===== src/arr_pkg.sv =====
`timescale 1ns / 1ps
// Shared constants, types and state codes of the audio rate resampler.
package arr_pkg;

	localparam int SAMPLE_BITS = 16;
	localparam int FRAC_BITS   = 16;
	localparam int MAX_RUN     = 32;

	localparam int STEP_W = 20;
	localparam int CHAN_W = 2;
	localparam int CFG_W  = 20;
	localparam int IDX_W  = 2;

	// position word: holds limit (1.5 in fixed point) plus one full step
	localparam int POS_W  = ((STEP_W > FRAC_BITS + 1) ? STEP_W : FRAC_BITS + 1) + 1;
	localparam int RUN_W  = $clog2(MAX_RUN);
	localparam int DIFF_W = SAMPLE_BITS + 1;
	localparam int PROD_W = DIFF_W + FRAC_BITS + 1;

	typedef logic [IDX_W-1:0] reg_idx_t;
	localparam reg_idx_t REG_PHASE_STEP    = 2'd0;
	localparam reg_idx_t REG_INTERP_MODE   = 2'd1;
	localparam reg_idx_t REG_CHANNEL_COUNT = 2'd2;

	localparam logic [STEP_W-1:0] STEP_RESET  = STEP_W'(65536);
	localparam logic [CHAN_W-1:0] CHAN_RESET  = CHAN_W'(1);
	localparam logic [CHAN_W-1:0] CHAN_STEREO = CHAN_W'(2);
	localparam logic              MODE_LINEAR = 1'b1;

	typedef logic signed [SAMPLE_BITS-1:0] sample_t;
	typedef logic [POS_W-1:0]              pos_t;
	typedef logic [RUN_W-1:0]              run_t;

	localparam pos_t ONE_POS  = POS_W'(1 << FRAC_BITS);
	localparam pos_t HALF_POS = POS_W'(1 << (FRAC_BITS - 1));

	typedef struct packed {
		logic [STEP_W-1:0] phase_step;
		logic              linear;
		logic              stereo;
	} cfg_t;

	typedef struct packed {
		logic                 load;
		sample_t              a;
		sample_t              b;
		logic [FRAC_BITS-1:0] frac;
	} lerp_req_t;

	typedef struct packed {
		logic    valid;
		sample_t left;
		sample_t right;
		logic    last;
	} emit_t;

	typedef enum logic [2:0] {
		ST_IDLE,
		ST_CHECK,
		ST_MUL_L,
		ST_MUL_R,
		ST_EMIT,
		ST_DONE
	} seq_state_t;

endpackage


===== src/arr_if.sv =====
`timescale 1ns / 1ps
// Frame and result stream interfaces of the audio rate resampler.
interface arr_frame_if import arr_pkg::*; ();
	logic    valid;
	logic    ready;
	sample_t in_left;
	sample_t in_right;
	logic    end_of_block;

	modport source(output valid, in_left, in_right, end_of_block, input ready);
	modport sink(input valid, in_left, in_right, end_of_block, output ready);
endinterface

interface arr_result_if import arr_pkg::*; ();
	logic    valid;
	logic    ready;
	sample_t out_left;
	sample_t out_right;
	logic    last_of_run;

	modport source(output valid, out_left, out_right, last_of_run, input ready);
	modport sink(input valid, out_left, out_right, last_of_run, output ready);
endinterface


===== src/arr_lerp_unit.sv =====
`timescale 1ns / 1ps
// Shared interpolation unit: registered (b - a) * frac, then a + floor(product >> FRAC_BITS).
module arr_lerp_unit import arr_pkg::*; (
	input  logic      clk,
	input  lerp_req_t req,
	output sample_t   result
);

	logic signed [DIFF_W-1:0]      diff;
	logic signed [PROD_W-1:0]      prod_s1;
	sample_t                       base_s1;
	logic signed [PROD_W-1:0]      shifted;
	logic signed [SAMPLE_BITS+1:0] sum;

	assign diff = $signed({req.b[SAMPLE_BITS-1], req.b}) - $signed({req.a[SAMPLE_BITS-1], req.a});

	always_ff @(posedge clk) begin
		if (req.load) begin
			prod_s1 <= PROD_W'(diff) * PROD_W'($signed({1'b0, req.frac}));
			base_s1 <= req.a;
		end
	end

	// arithmetic shift gives the floor for negative products
	assign shifted = prod_s1 >>> FRAC_BITS;
	assign sum     = $signed({{2{base_s1[SAMPLE_BITS-1]}}, base_s1}) + shifted[SAMPLE_BITS+1:0];
	assign result  = sum[SAMPLE_BITS-1:0];

endmodule


===== src/arr_seq.sv =====
`timescale 1ns / 1ps
// Sequencer: phase accumulator, run counter and frame state of the resampler.
module arr_seq import arr_pkg::*; (
	input  logic        clk,
	input  logic        arst_n,
	input  cfg_t        cfg,
	arr_frame_if.sink   frame,
	input  logic        slot_free,
	input  sample_t     lerp_result,
	output lerp_req_t   lerp_req,
	output emit_t       emit
);

	seq_state_t state_q, state_d;
	pos_t       t_q, limit_q, phase_q;
	run_t       n_q;
	logic       have_prev_q;
	sample_t    prev_l_q, prev_r_q;
	sample_t    cur_l_q, cur_r_q, res_l_q;
	logic       eob_q;

	pos_t       t_next, t_fin, limit_sel;
	logic       more, last;

	assign t_next = t_q + POS_W'(cfg.phase_step);
	assign more   = t_q < limit_q;
	assign last   = (t_next >= limit_q) || (n_q == RUN_W'(MAX_RUN - 1));
	// a capped run jumps to the frame's limit
	assign t_fin  = more ? limit_q : t_q;

	always_comb begin
		if (!have_prev_q)
			limit_sel = cfg.linear ? '0 : HALF_POS;
		else
			limit_sel = cfg.linear ? ONE_POS : ONE_POS + HALF_POS;
	end

	always_comb begin
		state_d = state_q;
		case (state_q)
			ST_IDLE:  if (frame.valid) state_d = ST_CHECK;
			ST_CHECK: begin
				if (!more)
					state_d = ST_DONE;
				else if (cfg.linear)
					state_d = ST_MUL_L;
				else
					state_d = ST_EMIT;
			end
			ST_MUL_L: state_d = cfg.stereo ? ST_MUL_R : ST_EMIT;
			ST_MUL_R: state_d = ST_EMIT;
			ST_EMIT:  if (slot_free) state_d = last ? ST_DONE : ST_CHECK;
			ST_DONE:  state_d = ST_IDLE;
			default:  state_d = ST_IDLE;
		endcase
	end

	always_comb begin
		frame.ready   = state_q == ST_IDLE;
		lerp_req.load = (state_q == ST_MUL_L) || (state_q == ST_MUL_R);
		lerp_req.a    = (state_q == ST_MUL_R) ? prev_r_q : prev_l_q;
		lerp_req.b    = (state_q == ST_MUL_R) ? cur_r_q : cur_l_q;
		lerp_req.frac = t_q[FRAC_BITS-1:0];
		emit.valid    = (state_q == ST_EMIT) && slot_free;
		emit.last     = last;
		if (cfg.linear) begin
			emit.left  = cfg.stereo ? res_l_q : lerp_result;
			emit.right = cfg.stereo ? lerp_result : '0;
		end else begin
			emit.left  = cur_l_q;
			emit.right = cur_r_q;
		end
	end

	always_ff @(posedge clk or negedge arst_n) begin
		if (!arst_n) begin
			state_q     <= ST_IDLE;
			t_q         <= '0;
			limit_q     <= '0;
			n_q         <= '0;
			phase_q     <= '0;
			have_prev_q <= 1'b0;
			prev_l_q    <= '0;
			prev_r_q    <= '0;
		end else begin
			state_q <= state_d;
			case (state_q)
				ST_IDLE: begin
					if (frame.valid) begin
						t_q     <= phase_q;
						limit_q <= limit_sel;
						n_q     <= '0;
					end
				end
				ST_EMIT: begin
					if (slot_free) begin
						t_q <= t_next;
						n_q <= n_q + RUN_W'(1);
					end
				end
				ST_DONE: begin
					prev_l_q <= cur_l_q;
					prev_r_q <= cur_r_q;
					if (eob_q) begin
						phase_q     <= '0;
						have_prev_q <= 1'b0;
					end else begin
						phase_q     <= have_prev_q ? t_fin - ONE_POS : t_fin;
						have_prev_q <= 1'b1;
					end
				end
				default: ;
			endcase
		end
	end

	always_ff @(posedge clk) begin
		if (state_q == ST_IDLE && frame.valid) begin
			cur_l_q <= frame.in_left;
			cur_r_q <= cfg.stereo ? frame.in_right : '0;
			eob_q   <= frame.end_of_block;
		end
		// hold the left result while the unit works on the right one
		if (state_q == ST_MUL_R)
			res_l_q <= lerp_result;
	end

endmodule


===== src/audio_rate_resampler.sv =====
`timescale 1ns / 1ps
// Top level of the audio rate resampler: configuration, sequencer, shared unit, output register.
//
//   channel   direction   word
//   frame     in          in_left, in_right, end_of_block
//   result    out         out_left, out_right, last_of_run
//   wr_*      in          register write: wr_index selects, wr_data carries the value
//
// A frame goes from idle through a check, the multiply steps and an emit per result, then
// to done; point mode has no multiply step, linear mono a left multiply and linear stereo
// a left and a right multiply, since both channels go through one multiplier in turn;
// a frame with no result goes from its check straight to done.
// The output register lets a result wait while the next one is computed; a stall
// holds the sequencer only when that register is still full.
// Reset clears the configuration to 1.0 step, point mode, mono, and the phase to zero.
module audio_rate_resampler import arr_pkg::*; (
	input  logic             clk,
	input  logic             arst_n,
	input  logic             wr_en,
	input  reg_idx_t         wr_index,
	input  logic [CFG_W-1:0] wr_data,
	arr_frame_if.sink        frame,
	arr_result_if.source     result
);

	logic [STEP_W-1:0] phase_step_q;
	logic              interp_mode_q;
	logic [CHAN_W-1:0] channel_count_q;
	cfg_t              cfg;
	lerp_req_t         lerp_req;
	sample_t           lerp_result;
	emit_t             emit;
	logic              slot_free;
	logic              out_valid_q;
	sample_t           out_left_q, out_right_q;
	logic              out_last_q;

	always_ff @(posedge clk or negedge arst_n) begin
		if (!arst_n) begin
			phase_step_q    <= STEP_RESET;
			interp_mode_q   <= 1'b0;
			channel_count_q <= CHAN_RESET;
		end else if (wr_en) begin
			case (wr_index)
				REG_PHASE_STEP:    phase_step_q    <= wr_data[STEP_W-1:0];
				REG_INTERP_MODE:   interp_mode_q   <= wr_data[0];
				REG_CHANNEL_COUNT: channel_count_q <= wr_data[CHAN_W-1:0];
				default: ;
			endcase
		end
	end

	assign cfg.phase_step = phase_step_q;
	assign cfg.linear     = interp_mode_q == MODE_LINEAR;
	assign cfg.stereo     = channel_count_q == CHAN_STEREO;

	arr_seq u_seq (
		.clk         (clk),
		.arst_n      (arst_n),
		.cfg         (cfg),
		.frame       (frame),
		.slot_free   (slot_free),
		.lerp_result (lerp_result),
		.lerp_req    (lerp_req),
		.emit        (emit)
	);

	arr_lerp_unit u_lerp (
		.clk    (clk),
		.req    (lerp_req),
		.result (lerp_result)
	);

	assign slot_free = !out_valid_q || result.ready;

	always_ff @(posedge clk or negedge arst_n) begin
		if (!arst_n)
			out_valid_q <= 1'b0;
		else if (emit.valid)
			out_valid_q <= 1'b1;
		else if (result.ready)
			out_valid_q <= 1'b0;
	end

	always_ff @(posedge clk) begin
		if (emit.valid) begin
			out_left_q  <= emit.left;
			out_right_q <= emit.right;
			out_last_q  <= emit.last;
		end
	end

	assign result.valid       = out_valid_q;
	assign result.out_left    = out_left_q;
	assign result.out_right   = out_right_q;
	assign result.last_of_run = out_last_q;

`ifndef NO_ASSERTIONS
	a_busy_after_accept: assert property (@(posedge clk) disable iff (!arst_n)
		frame.valid && frame.ready |=> !frame.ready)
		else $error("frame taken while previous frame still in work");

	a_mono_right_zero: assert property (@(posedge clk) disable iff (!arst_n)
		result.valid && channel_count_q != CHAN_STEREO |-> result.out_right == '0)
		else $error("nonzero right sample in mono");

	a_emit_only_busy: assert property (@(posedge clk) disable iff (!arst_n)
		emit.valid |-> !frame.ready)
		else $error("result produced while idle");

	a_gap_after_last: assert property (@(posedge clk) disable iff (!arst_n)
		emit.valid && emit.last |=> !emit.valid)
		else $error("result produced after the last of its run");
`endif

endmodule

===== src/flat_wrapper.sv =====
// flat-port wrapper written by rule: the top's interface ports become plain ports
module audio_rate_resampler_flat import arr_pkg::*;
  (clk, arst_n, wr_en, wr_index, wr_data, frame_valid, frame_in_left, frame_in_right, frame_end_of_block, frame_ready, result_valid, result_out_left, result_out_right, result_last_of_run, result_ready);
  arr_frame_if frame_i ();
  arr_result_if result_i ();
  input  logic clk;
  input  logic arst_n;
  input  logic wr_en;
  input  reg_idx_t wr_index;
  input  logic [CFG_W-1:0] wr_data;
  input wire logic [$bits(frame_i.valid)-1:0] frame_valid;
  input wire logic [$bits(frame_i.in_left)-1:0] frame_in_left;
  input wire logic [$bits(frame_i.in_right)-1:0] frame_in_right;
  input wire logic [$bits(frame_i.end_of_block)-1:0] frame_end_of_block;
  output wire logic [$bits(frame_i.ready)-1:0] frame_ready;
  output wire logic [$bits(result_i.valid)-1:0] result_valid;
  output wire logic [$bits(result_i.out_left)-1:0] result_out_left;
  output wire logic [$bits(result_i.out_right)-1:0] result_out_right;
  output wire logic [$bits(result_i.last_of_run)-1:0] result_last_of_run;
  input wire logic [$bits(result_i.ready)-1:0] result_ready;
  assign frame_i.valid = frame_valid;
  assign frame_i.in_left = frame_in_left;
  assign frame_i.in_right = frame_in_right;
  assign frame_i.end_of_block = frame_end_of_block;
  assign frame_ready = frame_i.ready;
  assign result_valid = result_i.valid;
  assign result_out_left = result_i.out_left;
  assign result_out_right = result_i.out_right;
  assign result_last_of_run = result_i.last_of_run;
  assign result_i.ready = result_ready;
  audio_rate_resampler u_core (.clk(clk), .arst_n(arst_n), .wr_en(wr_en), .wr_index(wr_index), .wr_data(wr_data), .frame(frame_i), .result(result_i));
endmodule

===== config.mk =====
export PLATFORM = sky130hd
export DESIGN_NAME = audio_rate_resampler_flat
export DESIGN_NICKNAME = d
export VERILOG_FILES = /design/src/arr_pkg.sv /design/src/arr_if.sv /design/src/arr_lerp_unit.sv /design/src/arr_seq.sv /design/src/audio_rate_resampler.sv /design/src/flat_wrapper.sv
export SDC_FILE = /design/constraint.sdc
export NUM_CORES = 1
export LEC_CHECK = 0
export ABC_AREA = 0
export ABC_CLOCK_PERIOD_IN_PS = 12300
export BUFFER_PORTS_ARGS = -buffer_cell sky130_fd_sc_hd__buf_4
export CAP_MARGIN = 30
export CORE_ASPECT_RATIO = 1.75
export CORE_MARGIN = 4
export CORE_UTILIZATION = 46
export DETAILED_ROUTE_END_ITERATION = 6
export GPL_ROUTABILITY_DRIVEN = 0
export HOLD_SLACK_MARGIN = 0.06
export SLEW_MARGIN = 20
export SYNTH_ARGS = -nofsm -noshare
export SYNTH_HDL_FRONTEND = slang
export SYNTH_SLANG_ARGS = --single-unit

===== constraint.sdc =====
create_clock -name clk -period 12.3 [get_ports clk]
set_clock_uncertainty 0.1 [all_clocks]
set_input_delay 2.46 -clock clk [delete_from_list [all_inputs] [get_ports clk]]
set_output_delay 2.46 -clock clk [all_outputs]
set_load 0.05 [all_outputs]

==> results.sh <==
export IMPL_yosys_warnings=0
export IMPL_rsz0062_at_grt="false"
export IMPL_hold_path_class="reg2reg"
export IMPL_grt_max_degree=73
export IMPL_pin_count=95
export IMPL_status="finished clean"
export IMPL_core_rowCount=105
export IMPL_period_share_pct=87.2
export IMPL_vias=16000
export IMPL_fin_nets=2757
export IMPL_antenna_found_initial=0
export IMPL_period_needed_ns=10.72
export IMPL_hpwl_mm=44.9
export IMPL_cts_root_buffer="clkbuf_16"
export IMPL_antennaDiodeCount=0
export IMPL_area_growth_pct=10.1
export IMPL_h_tree_depth=1
export IMPL_die_w_um=173
export IMPL_wl_per_cell_um=19.7
export IMPL_cp_top_family="adder cells"
export IMPL_cts_sinks=223
export IMPL_drcViolationCount=0
export IMPL_dp_cells=2856
export IMPL_rr_startpoint="u_core.u_seq.state_q[1]"
export IMPL_core_area_um2=46900
export IMPL_clock_path_buffers=3
export IMPL_crit_arrival_ns=10.88
export IMPL_grt_pass1_wl_mm=92.4
export IMPL_drive_above_1_share_pct=10.7
export IMPL_start_util_pct=46.6
export IMPL_finalSetupViolCount=0
export IMPL_synth_avg_cell_area_um2=9.74
export IMPL_cts_setup_buffers=0
export IMPL_fmax_mhz=93.3
export IMPL_synth_cell_types=65
export IMPL_clk_latency_ns=0.52
export IMPL_crit_path_start="u_core.u_seq.state_q[1]"
export IMPL_slowest_delay_ns=0.91
export IMPL_hold_start="u_core.u_seq.prev_r_q[8]"
export IMPL_routed_via_density=5.50
export IMPL_setup_tns_ns=0
export IMPL_cp_required_ns=12.46
export IMPL_cap_viol_max_count=0
export IMPL_hold_buffers=0
export IMPL_crit_path_end_kind="flip-flop"
export IMPL_cts_buffers=23
export IMPL_async_reset_ff_share_pct=48.9
export IMPL_grt_usage_pct=22.5
export IMPL_dieHeight_um=296
export IMPL_final_antenna_net_count=0
export IMPL_gr_total_overflow=0
export IMPL_fin_util_pct=51.3
export IMPL_hold_viol=0
export IMPL_drt_initial_drc_count=1028
export IMPL_cts_tree="yes"
export IMPL_critPathMaxFanout=24
export IMPL_dieArea_um2=51200
export IMPL_crit_buf_inv=6
export IMPL_yosysSeqAreaShare_pct=28.2
export IMPL_netlist_area_um2=21900
export IMPL_synth_seq_cells=223
export IMPL_synth_cells=2243
export IMPL_port_buffers=94
export IMPL_crit_path_start_kind="flip-flop"
export IMPL_synthFlopType="edfxtp_1"
export IMPL_final_cells=2899
export IMPL_routed_wl_mm=57.1
export IMPL_clk_pin_slew_ns=0.06
export IMPL_maxSlewHeadroom_pct=31.0
export IMPL_cpMaxStageDelayCell="fa_1"
export IMPL_dr_pass1_iters=5
export IMPL_maxSlewViolCount=0
export IMPL_syn_nets=2705
export IMPL_cp_common_cell="fa_1"
export IMPL_first_global_vias=17200
export IMPL_cts_resized=0
export IMPL_synth_enable_flop_cells=114
export IMPL_worst_pin_slew_ns=1.03
export IMPL_crit_type="reg2reg"
==> worst min-delay path, stage by stage (launching register included) <==
cell and delay [ns]:
dfrtp_1 0.34, nand2_1 0.04, o21ai_0 0.06
==> cells by family after synthesis <==
kind of cell | share of synthesized area [%]
buffers and inverters | 8.62
AND/OR/NAND/NOR | 14.2
adder cells (fa/ha/maj) | 32.0
AO/OA/AOI/OAI | 10.0
multiplexers | 3.65
XOR/XNOR | 3.31
flip-flops | 28.2
==> registers in the layout, indices dropped and copies added (netlist names), 3 cells and up <==
name and count:
u_core.u_seq.cur_r_q 16, u_core.result.out_left 16, u_core.u_seq.prev_r_q 16, u_core.u_seq.cur_l_q 16, u_core.u_lerp.prod_s1 16, u_core.u_seq.res_l_q 16, u_core.u_seq.prev_l_q 16, u_core.u_lerp.base_s1 16
u_core.u_seq.n_q 5, u_core.u_seq.t_q 21, u_core.u_seq.state_q 3, u_core.result.out_right 16, u_core.phase_step_q 20, u_core.u_seq.phase_q 21
==> synthesized netlist by cell type (56+ instances only) <==
master / n / share of area [%]
edfxtp_1: 114 / 16
and2_1: 132 / 3.8
nand3_1: 56 / 1.3
fa_1: 261 / 24
ha_1: 141 / 8.1
nor2_1: 86 / 1.5
o21ai_0: 86 / 2.0
inv_1: 387 / 6.6
clkbuf_1: 107 / 1.8
dfrtp_1: 107 / 12
a21oi_1: 70 / 1.6
nand2_1: 227 / 3.9
==> worst paths after layout <==
path / end / slack, ns / cells past startpoint
max: u_core.u_lerp.prod_s1[31] / 1.58 / 36
min: u_core.u_seq.prev_r_q[8] / 0.38 / 2
max reg2reg: u_core.u_lerp.prod_s1[31] / 1.58 / 36
min reg2reg: u_core.u_seq.prev_r_q[8] / 0.38 / 2
max in group asynchronous: u_core.u_seq.prev_r_q[5] / 8.98 / 2
min in group asynchronous: u_core.phase_step_q[0] / 1.85 / 1
==> per-stage QoR <==
stage	hold WS [ns]	area, um2	worst slack, ns
floorplan	0.348	21900	0.913
global placement	0.362	23200	1.82
detailed placement	0.369	23300	1.53
CTS	0.384	24000	1.51
global route	0.405	24100	0.680
finish	0.379	24100	1.58
==> layer usage <==
metal,global-route usage (%),wire [um]
met5,0,0
met4,9.98,2830
met1,25.6,21700
met2,43.0,30500
met3,2.09,1990
==> cell type report <==
| cell class | instances | area, um2 |
|---|---|---|
| fill | 4338 | 22800 |
| multi-input combinational | 1521 | 13900 |
| sequential | 223 | 6150 |
| inverter | 387 | 1450 |
| timing repair buffer | 139 | 1090 |
| tap | 588 | 736 |
| clock buffer | 36 | 664 |
| clock inverter | 5 | 57.6 |
==> placed cells by master, fill, tap and decap left out, drive strengths merged, types with 9 or more instances in the layout <==
cell    count
dfrtp     107
nand2     227
mux2       46
xor2       28
o21bai      9
nor3       17
and3       33
edfxtp    114
nor3b      12
mux2i      28
nand2b     14
o21a       20
a211oi     26
o21ai      87
a21oi      72
a21o       21
nor2b      15
nor2       86
inv       389
fa        261
nand3      56
o311ai     16
ha        141
xnor2      52
and2      134
clkbuf     36
a22o       22
buf       139
a31oi      17
Power is not shown: default switching activity piles up to over one toggle a cycle in this logic, so the estimate is an artifact.
